[config.mk]
export PLATFORM = sky130hd
export DESIGN_NAME = tcvs_fifo
export DESIGN_NICKNAME = d
export VERILOG_FILES = /design/src/tcvs_pkg.sv /design/src/tcvs_fifo.sv
export SDC_FILE = /design/constraint.sdc
export NUM_CORES = 1
export LEC_CHECK = 0
export BUFFER_PORTS_ARGS = -buffer_cell sky130_fd_sc_hd__buf_4
export CAP_MARGIN = 20
export CELL_PAD_IN_SITES_DETAIL_PLACEMENT = 2
export CELL_PAD_IN_SITES_GLOBAL_PLACEMENT = 2
export CORE_MARGIN = 3
export CORE_UTILIZATION = 35
export CTS_CLUSTER_DIAMETER = 40
export DETAILED_ROUTE_END_ITERATION = 12
export GPL_TIMING_DRIVEN = 0
export HOLD_SLACK_MARGIN = 0.03
export PLACE_DENSITY = 0.66
export SLEW_MARGIN = 10
export SYNTH_ARGS = -nofsm -noshare
export SYNTH_HDL_FRONTEND = slang
export SYNTH_SLANG_ARGS = --single-unit
[constraint.sdc]
create_clock -name clock -period 24.5 [get_ports clock]
set_input_delay 4.9 -clock clock [delete_from_list [all_inputs] [get_ports clock]]
set_output_delay 4.9 -clock clock [all_outputs]
set_load 0.02 [all_outputs]
[src/tcvs_pkg.sv]
// Shared types and constants for the triangle cull and viewport setup unit.
// No dependencies; every other file imports this package.
`timescale 1ns / 1ps

package tcvs_pkg;

   // fraction bits of the Q format, default for the top level parameter
   localparam int DEF_FRAC_BITS = 16;

   // word queue between the front (cull) and the back (setup)
   localparam int FIFO_DEPTH = 4;
   localparam int FIFO_AW    = $clog2(FIFO_DEPTH);

   // divider shape: quotient bits kept, steps per pipeline stage
   localparam int QUO_BITS  = 42;
   localparam int DIV_STEPS = 3;
   localparam int DEN_BITS  = 32;

   // configuration register indexes
   localparam logic [2:0] CSR_LEFT   = 3'd0;
   localparam logic [2:0] CSR_TOP    = 3'd1;
   localparam logic [2:0] CSR_WIDTH  = 3'd2;
   localparam logic [2:0] CSR_HEIGHT = 3'd3;
   localparam logic [2:0] CSR_CULL   = 3'd4;

   typedef struct packed {
      logic signed [15:0] left;
      logic signed [15:0] top;
      logic [14:0]        width;
      logic [14:0]        height;
      logic               cull;
   } cfg_type;

   typedef struct packed {
      logic signed [31:0] x;
      logic signed [31:0] y;
      logic signed [31:0] z;
      logic signed [31:0] w;
   } vtx_type;

   // v[0] is vertex a, v[1] b, v[2] c
   typedef struct packed {
      vtx_type [2:0] v;
   } tri_type;

   typedef struct packed {
      logic signed [31:0] sx;
      logic signed [31:0] sy;
      logic signed [31:0] depth;
   } scr_type;

   typedef struct packed {
      scr_type [2:0] v;
      logic          fault;
   } res_type;

   // sideband that rides along the divider with each vertex
   typedef struct packed {
      logic [2:0] neg;
      logic [2:0] nz;
      logic       wz;
      logic [1:0] vidx;
   } sb_type;

endpackage

[src/tcvs_fifo.sv]
// Short word queue between the cull front and the setup back.
// Depends on tcvs_pkg for the triangle type and depth.
`timescale 1ns / 1ps

module tcvs_fifo import tcvs_pkg::*; (
   input  logic    clock,
   input  logic    reset,
   input  logic    push,
   input  tri_type push_tri,
   input  logic    pop,
   output logic    empty,
   output tri_type head
);

   tri_type              mem [FIFO_DEPTH];
   logic [FIFO_AW-1:0]   wr_ff, rd_ff;
   logic [FIFO_AW:0]     cnt_ff;

   assign empty = (cnt_ff == '0);
   assign head  = mem[rd_ff];

   // storage
   always_ff @(posedge clock) begin
      if (push) mem[wr_ff] <= push_tri;
   end

   // pointers and fill count
   always_ff @(posedge clock) begin
      if (reset) begin
         wr_ff  <= '0;
         rd_ff  <= '0;
         cnt_ff <= '0;
      end else begin
         if (push) wr_ff <= wr_ff + FIFO_AW'(1);
         if (pop) rd_ff <= rd_ff + FIFO_AW'(1);
         cnt_ff <= cnt_ff + (FIFO_AW+1)'(push) - (FIFO_AW+1)'(pop);
      end
   end

endmodule

Word-level counts from Yosys, hierarchy flattened. Memory sizes are Yosys's and may differ from the RTL's. A register that Yosys moved wholly into a read port is not among the register bits. Index checks and enable logic that the tools add are counted.

Register bits after elaboration: 7. Latch bits: 0. Memory bits (writable): 1536. Bits in read-only memories: 0. Input port bits: 388. Output and inout port bits: 385. Word-level logic and storage cells: 13. Memories kept: 1.

Memory list: mem (words 4, width 384, read ports 1, clocked after Yosys merged registers in 1, write ports 1, RTL line tcvs_fifo.sv:15) `tri_type mem [FIFO_DEPTH];`.

$add $sub $neg: 4. Multiply operators: 0. Div/mod/pow operators: 0. Order comparisons: 0. Eq/ne operators: 0. Shift-type cells: 0. Muxes and demuxes: 4. Bitwise operators: 0. Reduce and logical (&&, ||, !) cells: 1.

Operator list (number): $add 2x1->2 const B (2); $mux 2 (2); $add 3x1->3 (1); $logic_not 3->1 (1); $sub 3x1->3 (1); $mux 1 (2).

Longest topological paths before layout.
Word-level depth: 3. Mapped depth: 7. Depth with buffers taken out: 7.

Least setup slack after synthesis. No wires, ideal clock.

Kind: input to register. From: input push. To: memory mem[0][0] (netlist bit), enable pin. Setup time: 0.795 ns. Arrival time: 13.539 ns. Data required time: 23.705 ns. Path slack: 10.167 ns. Stages: 1. Path buffers: 0. Path through: and2_1.

Word-level cells in the longest chain between the ends: 2.

Ends and longest elaborated chain: from (decl) (RTL line tcvs_fifo.sv:8) `input logic push,`; $mux 1 (RTL line tcvs_fifo.sv:24) `if (push) mem[wr_ff] <= push_tri;`; $mux 1 (implied by the code) (RTL line tcvs_fifo.sv:24); to (decl) (RTL line tcvs_fifo.sv:15).

No other way between the ends.

==> summary by stage <==
Setup path
The required time of the critical path is 19,600 ps. At the worst endpoint, the arrival time is 3210 ps. Among all stages on the critical path, the largest delay is contributed by sky130_fd_sc_hd__clkbuf_1. The largest fanout on the critical path is 10. Walking the worst path, the cells encountered are buf_2 -> clkbuf_1 -> buf_2 -> mux4_1 -> buf_4. The delay of the slowest cell on the worst path is 810 ps. Broken down by cell family, the worst path's largest delay share belongs to buffers and inverters. The critical path launch point type is a flop. The endpoint class of the critical path is a primary output. The worst register-to-register path has a setup slack of 21,420 ps. The endpoint identified for the worst register-to-register timing path is mem[2][199]$_DFFE_PP_. The worst setup path category is reg2out. In this run the critical register-to-register path is launched from wr_ff[0]$_SDFFE_PP0P_. The critical path contains buffers and inverters numbering 4 combined. The worst-case reg-to-reg path depth is 8.

The library cell appearing most often on the critical path is sky130_fd_sc_hd__buf_2.

Clock network
The buffer type at the clock tree root is sky130_fd_sc_hd__clkbuf_16. TritonCTS built the clock tree. The number of H-tree levels is 4.

CTS saw 1,545 sinks. The clock edge transition at the registers on the reported setup and hold paths is 50 ps. Clock tree synthesis inserted a total of 223 buffers. The worst-case clock buffer depth is 3. For this design, the CTS-stage hold fixing added 0 buffers. The clock reaches the later pin of the worst-skew pair after 850 ps. In this run, post-CTS repair resized a total of 0 instances. Once the clock tree was built, the setup fixing pass inserted 0 buffers.

Global route
The first global-routing pass estimated 228 mm of wire. The initial antenna violation count is 40. The largest net degree at the start of global routing is 54. The number of global-route vias before repair is 30,500.

The aggregate global routing overflow is 0. For this run, the total global-route usage over all layers was measured as 0.188.

Detailed routing
The number of search-and-repair iterations in the first detailed-routing pass is 5. Dividing the detail-routed wire length by the instance count gives 29.1 um. Summing over every cut layer, the via total after detailed routing is 27,100. The number of nets still failing antenna checks after routing is 0. The first routing iteration left 1,633 violations. The post-detailed-route via-to-cell ratio is 4.96. The final wirelength is 159 mm. In the routed design, unresolved DRC markers number 0.

Timing
Dividing the final minimum period by the clock period gives 0.331. The aggregate negative setup slack is 0 ps. The total count of max-transition violations in the final report came to 0. The setup clock skew after layout is 32.7 ps. The final setup violation count is 0. Setup repair after global routing left no endpoint under its margin.

Static timing analysis puts the maximum clock frequency at 123 MHz. The remaining max-slew budget at the tightest pin is 0.312. At the pin with the least slew margin, the transition time is 1030 ps. The final critical delay including setup and external delays is 8110 ps. The count of final hold-check violations came to 0.

Layout
Of the cells placed in the final design, the portion with a size suffix greater than 1 is 0.434. The post-synthesis to final-layout area growth is 30.5%. In the layout the commonest cells are sky130_fd_sc_hd__edfxtp_1, sky130_fd_sc_hd__buf_4, sky130_fd_sc_hd__mux4_1. The most common library cell in the layout ignoring fill and taps is sky130_fd_sc_hd__edfxtp_1. In the final design database the tool counted 3,475 nets.

Power and ir drop
The largest voltage drop on the vdd net is 0.104 mV. The clock network fraction of design power is 0.465. The internal power contribution is 5.39 mW. The design draws 7.15 mW. In this run the static leakage power is 25.6 nW. Summed over all nets, the switching power comes to 1.76 mW. The power density over the cells is 96.3 mW/mm^2. Of the total power, the share spent switching nets is 0.246. Of the total power, registers draw 0.430. The portion of total power attributed to combinational logic is 0.105.

Worst hold path
The worst hold path was traced through 2 stages. The destination of the worst hold path is rd_ff[1]$_SDFFE_PP0P_. The tightest min-delay check is of the reg2reg type. The startpoint identified for the worst hold timing path is rd_ff[0]$_SDFFE_PP0P_.

Synth
The synthesized area per cell is 27.8 um^2. The share of the Yosys chip area taken by registers is 0.814. After technology mapping, the gate count stands at 2,047. The Yosys step of the flow raised 0 warnings. Synthesis instantiated 21 different standard cells from the library. Yosys mapped a number of flops with a built-in enable equal to 1,536. The number of nets handed over by synthesis was 2,442. The cell area that synthesis handed to floorplanning was 0.0569 mm^2.

Among all flip-flop cells after synthesis, the most frequent one is sky130_fd_sc_hd__edfxtp_1. The proportion of synthesized flip-flops having asynchronous set or reset is 0. The synthesized design contains 1,545 register bits.

Die
The die height is 409 um. The die covers 0.167 mm^2. During I/O placement, the number of pins put on the boundary was 773. The initial cell density of the core is 0.353.

Measured along the x axis, the die boundary spans 409 um. The core region area is 0.161 mm^2. Row generation in the floorplan step produced 147 rows.

Placed design
The estimated wirelength of the detail-placed design is 106 mm. At the end of routability-driven placement, the weighted congestion stood at 0.735. In this run the tool buffered the top-level ports with 772 buffer cells.

Flow run
The number of maximum-capacitance violations is 0.

Outcome
The flow ran to the end, and the final reports show no timing, DRC or antenna violations.
-- worst reg2reg max path, delay by kind of cell, from the launching register on --
kind | cells | cell delay [ps]
DFF | 1 | 350
buffers and inverters | 6 | 1670
adders and majority gates | 1 | 140
and+or+nand+nor | 1 | 510
-- Yosys cell counts, types with 2 or more instances --
library cell / n / area share
sky130_fd_sc_hd__clkbuf_1: 5 / 0.00033
sky130_fd_sc_hd__nor2_1: 5 / 0.00033
sky130_fd_sc_hd__buf_2: 40 / 0.0035
sky130_fd_sc_hd__xnor2_1: 2 / 0.00031
sky130_fd_sc_hd__edfxtp_1: 1536 / 0.81
sky130_fd_sc_hd__dfxtp_1: 9 / 0.0032
sky130_fd_sc_hd__mux4_1: 253 / 0.12
sky130_fd_sc_hd__buf_6: 37 / 0.0073
sky130_fd_sc_hd__buf_8: 4 / 0.0011
sky130_fd_sc_hd__nor2b_1: 2 / 0.00022
sky130_fd_sc_hd__mux4_2: 131 / 0.052
sky130_fd_sc_hd__ha_1: 6 / 0.0013
sky130_fd_sc_hd__inv_1: 6 / 0.00040
sky130_fd_sc_hd__and2_1: 4 / 0.00044
-- area by class of cell --
| type | count | area (um^2) |
|---|---|---|
| Buffer | 86 | 696 |
| Tap cell | 2160 | 2700 |
| Clock inverter | 188 | 2170 |
| Antenna cell | 27 | 67.6 |
| Sequential cell | 1545 | 46300 |
| Multi-Input combinational cell | 410 | 9840 |
| Clock buffer | 237 | 5700 |
| Timing Repair Buffer | 808 | 6700 |
| Fill cell | 14100 | 86700 |
| Inverter | 6 | 22.5 |
-- power by group through the flow --
stage          Clock [mW]  Sequential, mW  Combinational [mW]
2_1_floorplan           0            3.16               0.378
3_3_place_gp            0            3.21               0.712
3_5_place_dp            0            3.13               0.758
4_1_cts              3.41            3.08               0.765
5_1_grt              3.52            3.08               0.791
6_report             3.33            3.07               0.747
-- per-stage QoR --
| step | utilization | hold slack [ps] | instances | cell area [um^2] | worst slack (ps) |
|---|---|---|---|---|---|
| 4_1_cts | 0.461 | 548 | 5439 | 74100 | 15950 |
| 3_5_place_dp | 0.412 | 539 | 5014 | 66200 | 16850 |
| 3_3_place_gp | 0.406 | 524 | 4979 | 65300 | 2700 |
| 5_1_grt | 0.461 | 589 | 5454 | 74200 | 16130 |
| 6_report | 0.461 | 550 | 5467 | 74200 | 16390 |
| 2_1_floorplan | - | 492 | 2047 | 56900 | 10170 |
-- cells by family after synthesis --
group / count (synthesis) / share of synthesized area
mux: 385 / 0.169
fa+ha+maj: 7 / 0.00167
flops: 1545 / 0.814
simple gates: 13 / 0.00121
compound gates: 2 / 0.000264
buf+inv: 92 / 0.0126
xor+xnor: 3 / 0.000726
-- metal layers --
metal | vias to the layer above | global-route usage | share of wire
met5 | - | 0 | 0.0011
met4 | 24 | 0.0614 | 0.025
met3 | 242 | 0.0732 | 0.084
met2 | 877 | 0.330 | 0.53
met1 | 14500 | 0.208 | 0.36
li1 | 11400 | - | -
-- sequential cells by signal, indices dropped and copies added (netlist names), named ones only --
register,cells
rd_ff,2
mem,1536
wr_ff,2
cnt_ff,3
-- worst max-delay path by stage --
stage / endpoint / startpoint / slack (ps) / cells past startpoint
6_report: head[228] / flop / 16390 / 5
5_1_grt: head[318] / flop / 16130 / 5
4_1_cts: head[124] / flop / 15950 / 5
3_5_place_dp: mem[2][157]$_DFFE_PP_ / push / 16850 / 7
3_3_place_gp: mem[0][161]$_DFFE_PP_ / push / 2700 / 2
2_1_floorplan: mem[0][0]$_DFFE_PP_ / push / 10170 / 1
(Power assumes the default switching activity.)
